`config.mk`:
```
export PLATFORM = sky130hd
export DESIGN_NAME = h264_sps_field_parser
export DESIGN_NICKNAME = d
export VERILOG_FILES = /design/src/hdl/spsfp_pkg.sv /design/src/hdl/spsfp_queue.sv /design/src/hdl/spsfp_engine.sv /design/src/hdl/h264_sps_field_parser.sv
export SDC_FILE = /design/constraint.sdc
export NUM_CORES = 1
export LEC_CHECK = 0
export CAP_MARGIN = 40
export CORE_MARGIN = 5
export CORE_UTILIZATION = 55
export CTS_BUF_LIST = sky130_fd_sc_hd__clkbuf_4 sky130_fd_sc_hd__clkbuf_8
export CTS_CLUSTER_SIZE = 28
export DETAILED_ROUTE_END_ITERATION = 10
export DONT_BUFFER_PORTS = 1
export GPL_ROUTABILITY_DRIVEN = 0
export MAX_ROUTING_LAYER = met4
export PLACE_DENSITY = 0.77
export RECOVER_POWER = 100
export SYNTH_ARGS = -nofsm -noshare
export SYNTH_HDL_FRONTEND = slang
export SYNTH_SLANG_ARGS = --single-unit
```
`constraint.sdc`:
```
create_clock -name clock -period 4.08 [get_ports clock]
set_clock_uncertainty 0.05 [all_clocks]
set_input_delay 0.408 -clock clock [delete_from_list [all_inputs] [get_ports clock]]
set_output_delay 0.408 -clock clock [all_outputs]
set_load 0.01 [all_outputs]
```
`src/hdl/spsfp_pkg.sv`:
```
// Shared types, constants and field tables for the H.264 SPS field parser.
// Used by every module of the block; depends on nothing else.
`default_nettype none

package spsfp_pkg;

   localparam int QUEUE_DEPTH = 2;
   localparam int DEFAULT_MAX_UE_ZEROS = 31;

   localparam logic [4:0] NUM_FIELDS   = 5'd25;
   localparam logic [4:0] STEP_HEADER  = 5'd25;
   localparam logic [4:0] FID_PROFILE  = 5'd0;
   localparam logic [4:0] FID_SPS_ID   = 5'd3;
   localparam logic [4:0] FID_CHROMA   = 5'd4;
   localparam logic [4:0] FID_SCALING  = 5'd8;
   localparam logic [4:0] FID_LOG2_FN  = 5'd9;
   localparam logic [4:0] FID_POC_TYPE = 5'd10;
   localparam logic [4:0] FID_POC_LSB  = 5'd11;
   localparam logic [4:0] FID_MAX_REF  = 5'd12;
   localparam logic [4:0] FID_FRM_MBS  = 5'd16;
   localparam logic [4:0] FID_MB_ADAPT = 5'd17;
   localparam logic [4:0] FID_DIRECT   = 5'd18;
   localparam logic [4:0] FID_CROP     = 5'd19;
   localparam logic [4:0] FID_CROP_L   = 5'd20;
   localparam logic [4:0] FID_VUI      = 5'd24;

   localparam logic KIND_FIELD  = 1'b0;
   localparam logic KIND_STATUS = 1'b1;

   typedef struct packed {
      logic [7:0] data;
      logic       last;
   } item_type;

   typedef struct packed {
      logic        kind;
      logic [4:0]  id;
      logic [31:0] value;
      logic [15:0] start;
      logic [5:0]  len;
      logic        inc;
      logic        fin;
   } record_type;

   // Width of a fixed-length field, zero for an Exp-Golomb field.
   function automatic logic [3:0] fixed_width(input logic [4:0] id);
      logic [3:0] w;
      unique case (id) inside
         5'd0, 5'd1, 5'd2: w = 4'd8;
         5'd7, 5'd8, 5'd13, 5'd16, 5'd17, 5'd18, 5'd19, 5'd24: w = 4'd1;
         default: w = 4'd0;
      endcase
      return w;
   endfunction

   function automatic logic is_high(input logic [7:0] p);
      logic h;
      unique case (p) inside
         8'd100, 8'd110, 8'd122, 8'd244, 8'd44, 8'd83, 8'd86, 8'd118,
         8'd128, 8'd138, 8'd139, 8'd134, 8'd135: h = 1'b1;
         default: h = 1'b0;
      endcase
      return h;
   endfunction

endpackage

`default_nettype wire

```
`src/hdl/spsfp_queue.sv`:
```
// Front end of the SPS field parser: accepts byte beats into a short queue.
// Depends on spsfp_pkg.
`default_nettype none

module spsfp_queue (
   input  wire                   clock,
   input  wire                   reset,
   input  wire                   req_valid,
   output logic                  req_stall,
   input  wire  [7:0]            req_data_byte,
   input  wire                   req_last_byte,
   output logic                  q_vld,
   output spsfp_pkg::item_type   q_item,
   input  wire                   q_pop
);
   import spsfp_pkg::*;

   localparam int PTR_W = (QUEUE_DEPTH > 1) ? $clog2(QUEUE_DEPTH) : 1;
   localparam int CNT_W = $clog2(QUEUE_DEPTH + 1);

   item_type           entry_ff [QUEUE_DEPTH];
   logic [PTR_W-1:0]   wr_ptr_ff, wr_ptr_in;
   logic [PTR_W-1:0]   rd_ptr_ff, rd_ptr_in;
   logic [CNT_W-1:0]   count_ff, count_in;
   logic               push;

   assign req_stall = (count_ff == CNT_W'(QUEUE_DEPTH));
   assign push      = req_valid && !req_stall;
   assign q_vld     = (count_ff != '0);
   assign q_item    = entry_ff[rd_ptr_ff];

   always_comb begin
      wr_ptr_in = wr_ptr_ff;
      rd_ptr_in = rd_ptr_ff;
      count_in  = count_ff;
      if (push) begin
         wr_ptr_in = (wr_ptr_ff == PTR_W'(QUEUE_DEPTH - 1)) ? '0 : wr_ptr_ff + 1'b1;
      end
      if (q_pop) begin
         rd_ptr_in = (rd_ptr_ff == PTR_W'(QUEUE_DEPTH - 1)) ? '0 : rd_ptr_ff + 1'b1;
      end
      if (push && !q_pop) begin
         count_in = count_ff + 1'b1;
      end else if (!push && q_pop) begin
         count_in = count_ff - 1'b1;
      end
   end

   always_ff @(posedge clock) begin
      if (reset) begin
         wr_ptr_ff <= '0;
         rd_ptr_ff <= '0;
         count_ff  <= '0;
      end else begin
         wr_ptr_ff <= wr_ptr_in;
         rd_ptr_ff <= rd_ptr_in;
         count_ff  <= count_in;
      end
   end

   always_ff @(posedge clock) begin
      if (push) begin
         entry_ff[wr_ptr_ff] <= '{data: req_data_byte, last: req_last_byte};
      end
   end

endmodule

`default_nettype wire

```
`src/hdl/spsfp_engine.sv`:
```
// Back end of the SPS field parser: bit-serial field decoder and result register.
// Depends on spsfp_pkg; fed by spsfp_queue.
`default_nettype none

module spsfp_engine #(
   parameter int MAX_UE_ZEROS = spsfp_pkg::DEFAULT_MAX_UE_ZEROS
) (
   input  wire                   clock,
   input  wire                   reset,
   input  wire                   q_vld,
   input  spsfp_pkg::item_type   q_item,
   output logic                  q_pop,
   input  wire                   rsp_stall,
   output logic                  out_vld,
   output spsfp_pkg::record_type out_rec
);
   import spsfp_pkg::*;

   item_type    hold_ff, hold_in;
   logic        hold_vld_ff, hold_vld_in;
   logic [2:0]  bidx_ff, bidx_in;
   logic        end_ff, end_in;

   logic [4:0]  step_ff, step_in;
   logic [15:0] pos_ff, pos_in;
   logic [15:0] fstart_ff, fstart_in;
   logic [5:0]  zrun_ff, zrun_in;
   logic        suffix_ff, suffix_in;
   logic [5:0]  brem_ff, brem_in;
   logic [31:0] acc_ff, acc_in;
   logic        high_ff, high_in;
   logic        fin_ff, fin_in;

   logic        out_vld_ff;
   record_type  out_rec_ff;
   logic        out_free;
   logic        do_bit, do_end;
   logic        rec_vld;
   record_type  rec;

   function automatic logic [4:0] next_field(input logic [4:0] id, input logic [31:0] v,
                                             input logic high);
      logic [4:0] n;
      n = id + 5'd1;
      if (id == FID_SPS_ID) begin
         n = high ? FID_CHROMA : FID_LOG2_FN;
      end else if (id == FID_POC_TYPE) begin
         n = (v == 32'd0) ? FID_POC_LSB : FID_MAX_REF;
      end else if (id == FID_FRM_MBS) begin
         n = (v == 32'd0) ? FID_MB_ADAPT : FID_DIRECT;
      end else if (id == FID_CROP) begin
         n = (v != 32'd0) ? FID_CROP_L : FID_VUI;
      end
      return n;
   endfunction

   assign out_free = !out_vld_ff || !rsp_stall;
   assign do_bit   = hold_vld_ff && out_free;
   assign do_end   = end_ff && out_free;
   assign out_vld  = out_vld_ff;
   assign out_rec  = out_rec_ff;

   always_comb begin
      q_pop       = 1'b0;
      hold_in     = hold_ff;
      hold_vld_in = hold_vld_ff;
      bidx_in     = bidx_ff;
      end_in      = end_ff;
      if (do_bit) begin
         bidx_in = bidx_ff + 3'd1;
         if (bidx_ff == 3'd7) begin
            if (hold_ff.last) begin
               end_in      = 1'b1;
               hold_vld_in = 1'b0;
            end else begin
               q_pop       = q_vld;
               hold_vld_in = q_vld;
               hold_in     = q_item;
            end
         end
      end else if (!hold_vld_ff && (!end_ff || do_end)) begin
         q_pop       = q_vld;
         hold_vld_in = q_vld;
         hold_in     = q_item;
         bidx_in     = 3'd0;
      end
      if (do_end) begin
         end_in = 1'b0;
      end
   end

   always_comb begin
      logic [4:0]  id;
      logic        b;
      logic [15:0] pos_adv;
      logic [5:0]  zrun_new;
      logic [31:0] acc_new;
      logic [5:0]  brem_new;
      logic        cmp;
      logic [31:0] cval;
      logic [5:0]  clen;
      logic        start;
      logic [4:0]  nxt;

      step_in   = step_ff;
      pos_in    = pos_ff;
      fstart_in = fstart_ff;
      zrun_in   = zrun_ff;
      suffix_in = suffix_ff;
      brem_in   = brem_ff;
      acc_in    = acc_ff;
      high_in   = high_ff;
      fin_in    = fin_ff;
      rec_vld   = 1'b0;
      rec       = '0;

      id       = step_ff;
      b        = hold_ff.data[3'd7 - bidx_ff];
      pos_adv  = (pos_ff != 16'hFFFF) ? pos_ff + 16'd1 : pos_ff;
      zrun_new = zrun_ff + 6'd1;
      acc_new  = {acc_ff[30:0], b};
      brem_new = (brem_ff != 6'd0) ? brem_ff - 6'd1 : brem_ff;
      cmp      = 1'b0;
      cval     = '0;
      clen     = '0;
      start    = 1'b0;
      nxt      = FID_PROFILE;

      if (do_bit && !fin_ff) begin
         pos_in = pos_adv;
         if (id >= NUM_FIELDS) begin
            if (pos_adv >= 16'd8) begin
               start = 1'b1;
            end
         end else if (fixed_width(id) != 4'd0) begin
            acc_in  = acc_new;
            brem_in = brem_new;
            if (brem_new == 6'd0) begin
               cmp  = 1'b1;
               cval = acc_new;
               clen = {2'b00, fixed_width(id)};
            end
         end else if (!suffix_ff) begin
            if (!b) begin
               zrun_in = zrun_new;
               if (zrun_new > 6'(MAX_UE_ZEROS)) begin
                  rec_vld    = 1'b1;
                  rec.kind   = KIND_STATUS;
                  rec.id     = id;
                  rec.start  = fstart_ff;
                  rec.inc    = 1'b1;
                  rec.fin    = 1'b1;
                  fin_in     = 1'b1;
               end
            end else if (zrun_ff == 6'd0) begin
               cmp  = 1'b1;
               cval = 32'd0;
               clen = 6'd1;
            end else begin
               suffix_in = 1'b1;
               brem_in   = zrun_ff;
               acc_in    = 32'd1;
            end
         end else begin
            acc_in  = acc_new;
            brem_in = brem_new;
            if (brem_new == 6'd0) begin
               cmp  = 1'b1;
               cval = acc_new - 32'd1;
               clen = {zrun_ff[4:0], 1'b1};
            end
         end
      end

      if (cmp) begin
         rec_vld   = 1'b1;
         rec.kind  = KIND_FIELD;
         rec.id    = id;
         rec.value = cval;
         rec.start = fstart_ff;
         rec.len   = clen;
         if (id == FID_SCALING && cval != 32'd0) begin
            rec.inc = 1'b1;
            rec.fin = 1'b1;
            fin_in  = 1'b1;
         end else if (id == FID_VUI) begin
            rec.fin = 1'b1;
            fin_in  = 1'b1;
         end else begin
            if (id == FID_PROFILE) begin
               high_in = is_high(cval[7:0]);
            end
            nxt   = next_field(id, cval, high_ff);
            start = 1'b1;
         end
      end

      if (start) begin
         step_in   = nxt;
         fstart_in = pos_adv;
         zrun_in   = '0;
         suffix_in = 1'b0;
         acc_in    = '0;
         brem_in   = {2'b00, fixed_width(nxt)};
      end

      if (do_end) begin
         if (!fin_ff) begin
            rec_vld   = 1'b1;
            rec.kind  = KIND_STATUS;
            rec.id    = (step_ff < NUM_FIELDS) ? step_ff : FID_PROFILE;
            rec.start = fstart_ff;
            rec.inc   = 1'b1;
            rec.fin   = 1'b1;
         end
         step_in   = STEP_HEADER;
         pos_in    = '0;
         fstart_in = '0;
         zrun_in   = '0;
         suffix_in = 1'b0;
         brem_in   = '0;
         acc_in    = '0;
         high_in   = 1'b0;
         fin_in    = 1'b0;
      end
   end

   always_ff @(posedge clock) begin
      if (reset) begin
         hold_vld_ff <= 1'b0;
         bidx_ff     <= '0;
         end_ff      <= 1'b0;
         step_ff     <= STEP_HEADER;
         pos_ff      <= '0;
         fstart_ff   <= '0;
         zrun_ff     <= '0;
         suffix_ff   <= 1'b0;
         brem_ff     <= '0;
         acc_ff      <= '0;
         high_ff     <= 1'b0;
         fin_ff      <= 1'b0;
         out_vld_ff  <= 1'b0;
      end else begin
         hold_vld_ff <= hold_vld_in;
         bidx_ff     <= bidx_in;
         end_ff      <= end_in;
         step_ff     <= step_in;
         pos_ff      <= pos_in;
         fstart_ff   <= fstart_in;
         zrun_ff     <= zrun_in;
         suffix_ff   <= suffix_in;
         brem_ff     <= brem_in;
         acc_ff      <= acc_in;
         high_ff     <= high_in;
         fin_ff      <= fin_in;
         if (out_free) begin
            out_vld_ff <= rec_vld;
         end
      end
   end

   always_ff @(posedge clock) begin
      hold_ff <= hold_in;
      if (out_free && rec_vld) begin
         out_rec_ff <= rec;
      end
   end

endmodule

`default_nettype wire

```
`src/hdl/h264_sps_field_parser.sv`:
```
// Top level of the H.264 SPS field parser: byte queue in front of the bit-serial decoder.
// Depends on spsfp_pkg, spsfp_queue and spsfp_engine.
//
// The block takes an SPS NAL unit one byte per beat, header byte first, and gives one
// record beat for each syntax element it decodes, plus a status beat when the unit is
// cut short or a code is overlong. The decoder consumes one bit per clock cycle while a
// byte is held and the result register is free; after the last byte of each NAL unit an
// end flag is registered, on which the unit is closed and the decoder returns to the
// header state. A two-beat queue holds incoming bytes while the decoder works, and the
// result register holds a record until taken; a stalled result holds the decoder still.
`default_nettype none

module h264_sps_field_parser #(
   parameter int MAX_UE_ZEROS = spsfp_pkg::DEFAULT_MAX_UE_ZEROS
) (
   input  wire         clock,
   input  wire         reset,
   input  wire         req_valid,
   output logic        req_stall,
   input  wire  [7:0]  req_data_byte,
   input  wire         req_last_byte,
   output logic        rsp_valid,
   input  wire         rsp_stall,
   output logic        rsp_record_kind,
   output logic [4:0]  rsp_field_id,
   output logic [31:0] rsp_field_value,
   output logic [15:0] rsp_start_bit,
   output logic [5:0]  rsp_length_bits,
   output logic        rsp_incomplete,
   output logic        rsp_final_record
);
   import spsfp_pkg::*;

   logic       q_vld;
   item_type   q_item;
   logic       q_pop;
   record_type out_rec;

   spsfp_queue u_queue (
      .clock         (clock),
      .reset         (reset),
      .req_valid     (req_valid),
      .req_stall     (req_stall),
      .req_data_byte (req_data_byte),
      .req_last_byte (req_last_byte),
      .q_vld         (q_vld),
      .q_item        (q_item),
      .q_pop         (q_pop)
   );

   spsfp_engine #(
      .MAX_UE_ZEROS (MAX_UE_ZEROS)
   ) u_engine (
      .clock     (clock),
      .reset     (reset),
      .q_vld     (q_vld),
      .q_item    (q_item),
      .q_pop     (q_pop),
      .rsp_stall (rsp_stall),
      .out_vld   (rsp_valid),
      .out_rec   (out_rec)
   );

   assign rsp_record_kind  = out_rec.kind;
   assign rsp_field_id     = out_rec.id;
   assign rsp_field_value  = out_rec.value;
   assign rsp_start_bit    = out_rec.start;
   assign rsp_length_bits  = out_rec.len;
   assign rsp_incomplete   = out_rec.inc;
   assign rsp_final_record = out_rec.fin;

endmodule

`default_nettype wire
```
Yosys cells after proc, flatten, opt, wreduce, memory -nomap -nowiden
Memories as Yosys holds them, arrays and structs flattened. A register that Yosys moved wholly into a read port is not among the register bits. Index checks and enable logic that the tools add are counted.

Flip-flop bits (word level): 164. Memory bits (writable): 18. Bits of input ports: 13. Word-level logic and storage cells: 272. Output and inout port bits: 64. Memories kept: 1.

Reduce and logical (&&, ||, !) cells: 49. $add $sub $neg: 11. Magnitude comparators: 5. Bitwise operators: 8. Multiplexer cells: 129. Equality and inequality tests: 43.

Memory list: u_queue.entry_ff (words 2, bits a word 9, rd ports 1, clocked after memory_dff 1, write ports 1, RTL line spsfp_queue.sv:21) `item_type entry_ff [QUEUE_DEPTH];`.

Operators by type and width (number): two-way mux 32 bit (6); two-way mux 16 bit (9); two-way mux 31 bit (4); two-way mux 6 bit (19); two-way mux 62 bit (1); two-way mux 1 bit (53); equality test 5 bit, second input constant (10); equality test 8 x 7 -> 1 bit, second input constant (6); equality test 8 bit, second input constant (6); two-way mux 5 bit (8); two-way mux 9 bit (4); zero test 32 bit (1); two-way mux 4 bit (8); nonzero test 32 bit (1); subtractor 32 x 1 -> 32 bit, second input constant (1); equality test 5 x 4 -> 1 bit, second input constant (5); two-way mux 2 bit (11); adder 16 x 1 -> 16 bit, second input constant (1); greater-or-equal comparator 16 x 4 -> 1 bit, second input constant (1); != test 16 bit, second input constant (1); case mux 4 bit (2 select lines) (2); OR reduction 8 bit (2); equality test 5 x 2 -> 1 bit, second input constant (3); OR reduction 13 bit (1); other kinds (38) (81).

Longest topological paths before layout
Word-level depth: 22. Gate-level depth with buffers: 20. Depth with buffers taken out: 17.

Modules after synthesis
From an unflattened synthesis, not the netlist that was laid out.

Cell total of the unflattened synthesis: 1048. Area, all modules: 9611.7 um^2.

Modules (own cells, without submodules): spsfp_engine (sequential area each 3913.8 um^2, area each 8745.9 um^2, cells each 995, times used 1); spsfp_queue (sequential area each 640.6 um^2, area each 865.8 um^2, cells each 53, times used 1).

Worst setup path after synthesis
No wires, ideal clock.

Path type: flip-flop to flip-flop. Start point: register u_engine.step_ff[0]. End point: register u_engine.out_rec_ff (netlist bit u_engine.out_rec[59]) (data pin). Slack: -0.086 ns. Stages on the path, launching flop included: 14. Data arrival time: 3.974 ns. Library setup time: 0.141 ns. Clock period less this slack: 4.166 ns. Buffers on the path: 3. Data required time: 3.889 ns. Cell sequence: dfxtp_1 inv_1 ha_1 nand3b_1 o311ai_1 buf_2 nor2_2 clkbuf_1 nand2_1 a21oi_1 clkbuf_1 nor2_1 inv_1 and3_1.

RTL lines: start, declared (RTL line spsfp_engine.sv:24) `logic [4:0] step_ff, step_in;`; start signal, assigned (RTL line spsfp_engine.sv:247) `step_ff <= step_in;`; end signal, assigned (RTL line spsfp_engine.sv:265) `out_rec_ff <= rec;`; end, declared (RTL line spsfp_engine.sv:35) `record_type out_rec_ff;`.

Final worst setup path
Start point: register u_engine.step_ff[1]. End point: register u_engine.brem_ff[0].

Longest elaborated chain between the ends: 22. Elaborated cells between the ends (all ways): 68. Classes of those cells: add/sub: 1; order compare: 1; eq/ne: 24; mux: 29; reduce/logical: 13.

RTL lines: equality test 5 bit, or another cell as far along (RTL line spsfp_engine.sv:51, spsfp_engine.sv:135); OR reduction 8 bit or OR reduction 3 bit (tied branches) (RTL line spsfp_pkg.sv:48) `unique case (id) inside`; case mux 4 bit (2 select lines) (RTL line spsfp_pkg.sv:48); two-way mux 4 bit (RTL line spsfp_engine.sv:131) `if (id >= NUM_FIELDS) begin`; two-way mux 4 bit (RTL line spsfp_engine.sv:129) `if (do_bit && !fin_ff) begin`; nonzero test 4 bit (RTL line spsfp_engine.sv:135) `end else if (fixed_width(id) != 4'd0) begin`; two-way mux 32 bit (RTL line spsfp_engine.sv:135); two-way mux 32 bit (RTL line spsfp_engine.sv:131); (+6 left out); two-way mux 5 bit (RTL line spsfp_engine.sv:45) `if (id == FID_SPS_ID) begin`; two-way mux 5 bit (RTL line spsfp_engine.sv:186) `end else if (id == FID_VUI) begin`; two-way mux 5 bit (RTL line spsfp_engine.sv:182) `if (id == FID_SCALING && cval != 32'd0) begin`; two-way mux 5 bit (RTL line spsfp_engine.sv:175) `if (cmp) begin`; equality test 5 bit, or another cell as far along (RTL line spsfp_engine.sv:204) `brem_in = {2'b00, fixed_width(nxt)};`; OR reduction 8 bit or OR reduction 3 bit (tied branches) (RTL line spsfp_pkg.sv:48); case mux 4 bit (2 select lines) (RTL line spsfp_pkg.sv:48); two-way mux 4 bit (RTL line spsfp_engine.sv:198) `if (start) begin`; end signal, assigned (RTL line spsfp_engine.sv:252) `brem_ff <= brem_in;`; end, declared (RTL line spsfp_engine.sv:29) `logic [5:0] brem_ff, brem_in;`.

Parallel ways exist; a longest one is shown, timed or not. The select of a mux whose other input is x is not followed. A chain may end at the register's enable or synchronous reset.

==> flow_metrics.env <==
export IMPL_status="complete, but fails checks"
export IMPL_violations="setup timing"
export IMPL_syn_mean_instance_area_sq_um=9.06
export IMPL_fmax_mhz=240
export IMPL_synthTopCellsByArea="edfxtp_1, dfxtp_1, nor2_1"
export IMPL_met3_usage_pct=7.54
export IMPL_yosysTopAreaCell="edfxtp_1"
export IMPL_final_core_util_pct=64.6
export IMPL_core_area_sq_um=17800
export IMPL_crit_path_start_kind="flip-flop"
export IMPL_hold_class="in2reg"
export IMPL_grt_max_degree=64
export IMPL_drt_wl_total_microns=26900
export IMPL_dp_cells=1360
export IMPL_hold_depth=2
export IMPL_drc=0
export IMPL_cp_end_kind="flip-flop"
export IMPL_period_minus_slack_ps=4170
export IMPL_numClockSinks=183
export IMPL_synth_edf_count=89
export IMPL_grtUsageMet2_pct=40.5
export IMPL_vias=9021
export IMPL_synthCells=1090
export IMPL_n_antenna_cell=0
export IMPL_die_h_microns=144
export IMPL_antenna_found_initial=0
export IMPL_slew_headroom_pct=46.7
export IMPL_reg2reg_to="u_engine.brem_ff[0]"
export IMPL_io_pins=77
export IMPL_worst_slew_pin_slew_ps=800
export IMPL_worstRegToRegCells=16
export IMPL_seq_area_frac_synth_pct=46.1
export IMPL_fin_crit_sh_pct=102
export IMPL_use_met1_pct=32.6
export IMPL_die_area_sq_um=20700
export IMPL_dp_hpwl_microns=19000
export IMPL_ys_ff_latch=183
export IMPL_cp_arrival_ps=4500
export IMPL_yosys_warnings=0
export IMPL_p_per_area_nw_per_um2=448
export IMPL_clockBufferDepth=2
export IMPL_drtIter0Drc=1116
export IMPL_busiest_layer="met2"
export IMPL_setup_tns_ps=-293
export IMPL_min_from="reset"
export IMPL_clock_latency_ps=480
export IMPL_maxCapViolCount=0
export IMPL_rr_startpoint="u_engine.step_ff[1]"
export IMPL_dpl_worst_slack_ps=-162
export IMPL_cts_htree_levels=4
export IMPL_final_common_cell="nor2_1"
export IMPL_clk_pin_slew_ps=100
export IMPL_fp_row_count=49
export IMPL_ir_worst_vdd_mv=0.367
export IMPL_leakagePower_nw=4.05
export IMPL_grt_usage_pct=26.2
export IMPL_start_util_pct=55.4
export IMPL_ys_types=89
export IMPL_drive_gt1_share_pct=18.1
export IMPL_grt_pass1_vias=8340
export IMPL_synth_top_cell_area_share_pct=27.1
export IMPL_numPortBuffers=0
export IMPL_min_to="u_engine.step_ff[0]"
export IMPL_finalHoldViolCount=0
export IMPL_die_w_microns=144
export IMPL_numCtsBuffers=17
export IMPL_timing_final_ws_setup_ps=-85.8
export IMPL_power_w=0.00516
export IMPL_layout_common_cells="nor2_1, buf_4, dfxtp_1"
export IMPL_ff2ff_setup_slack_ps=-90
export IMPL_avgViaCountPerCell=6.40
export IMPL_grt_overflow=0
export IMPL_wl_per_cell_microns=19.1
export IMPL_critPathKind="reg2reg"
export IMPL_drt_pass1_iter_count=8
export IMPL_required_ps=4410
export IMPL_rsz0062_at_grt="true"
export IMPL_cts_tree="yes"
export IMPL_grt_pass1_wl_microns=42000
export IMPL_ys_async_sr_fraction_pct=0
export IMPL_cp_max_fo=11
export IMPL_postRouteAntennaNets=0
export IMPL_syn_area_sq_um=9880
export IMPL_area_delta_synth_final_pct=16.6
export IMPL_cts_root_buf="clkbuf_8"
export IMPL_slew_violations=0
export IMPL_syn_num_nets=1116
export IMPL_setup_viol=8
export IMPL_layout_cells_non_filler=1409
export IMPL_final_nets=1193
export IMPL_synth_ff_type="dfxtp_1"
[stage by stage]
| step | hold slack, ps | instance area, sq um |
|---|---|---|
| 6_report | 159 | 11500 |
| 5_1_grt | 166 | 11500 |
| 4_1_cts | 133 | 11300 |
| 3_5_place_dp | 431 | 10800 |
| 3_3_place_gp | 420 | 10800 |
| 2_1_floorplan | 402 | 9880 |
[critical path: stages, from the launching register on]
cell	delay, ps
dfxtp_1	410
inv_1	140
ha_1	240
mux2i_1	230
o311ai_1	120
buf_4	210
nor2_1	300
nand2_1	290
o41ai_1	670
nor4_2	120
buf_4	190
a21oi_2	210
buf_4	160
o21ai_0	70
a22oi_1	180
o211ai_1	130
o41ai_2	350
[cells in the mapped netlist (all sizes together), types with 7 or more instances]
cell type	n
and3	14
xor2	14
a31oi	17
o21ai	37
nand2b	16
nand2	87
buf	24
clkbuf	57
edfxtp	89
or3	10
nor2b	22
dfxtp	94
o211ai	12
a22oi	43
nor2	163
inv	24
a211oi	19
a21oi	51
nor3	45
and2	16
nand4	16
or4	7
mux2i	25
ha	13
nand3	25
nor4	19
xnor2	24
[cell families (layout without fill, tap and decap cells)]
kind of cell    Yosys count  after routing  synth area share [%]
flops                   183            183                  46.1
xor+xnor                 38             38                  3.37
buf+inv                 106            196                  4.46
compound gates          251            251                  17.7
simple gates            470            470                  23.6
mux                      29             29                  3.03
fa+ha+maj                13             13                  1.65
[routing by layer]
layer,vias up,wire (microns)
met3,111,2840
met4,0,1010
met1,4217,10800
met2,534,12200
met5,-,0
li1,4159,-
[flip-flops by register name (all words and copies together), names as in the netlist, named ones only]
name	cells
u_engine.suffix_ff	1
u_queue.wr_ptr_ff	1
u_engine.pos_ff	16
u_engine.step_ff	5
u_engine.bidx_ff	3
u_engine.hold_ff	9
u_engine.fin_ff	1
u_queue.entry_ff	18
u_queue.rd_ptr_ff	1
u_engine.end_ff	1
u_engine.zrun_ff	6
u_engine.out_vld	1
u_engine.brem_ff	6
u_engine.hold_vld_ff	1
u_engine.fstart_ff	16
u_queue.count_ff	2
u_engine.high_ff	1
u_engine.acc_ff	31
u_engine.out_rec	62
[how the worst max path moves through the flow]
stage,startpoint,to,depth (start not counted)
2_1_floorplan,u_engine.step_ff[0],u_engine.out_rec[59],15
3_3_place_gp,u_engine.bidx_ff[0],u_engine.step_ff[1],17
3_5_place_dp,u_engine.bidx_ff[0],u_engine.brem_ff[0],19
4_1_cts,u_engine.bidx_ff[0],u_engine.brem_ff[0],18
5_1_grt,u_engine.bidx_ff[0],u_engine.brem_ff[0],21
6_report,u_engine.step_ff[1],u_engine.brem_ff[0],16
[where the power goes]
part           leakage, nW  internal (W)  switching, W
Clock                0.183      0.000504      0.000685
Sequential            1.56       0.00212      0.000132
Combinational         2.30      0.000724      0.000996
[what timing repair did]
action,4_1_cts,5_1_grt
pin swaps,8,18
setup endpoints to repair,62,66
buffers inserted,2,3
resized for setup,9,37
cloned,0,2
hold buffers,10,0
endpoints found under the hold margin,28,0
[final cells by class]
cell class	instances	area [sq um]
fill	1405	6320
multi-input combinational	801	5060
sequential	183	4560
timing repair buffer	139	1140
tap	229	287
clock buffer	19	249
clock inverter	13	125
inverter	25	100
(Power assumes the default switching activity.)
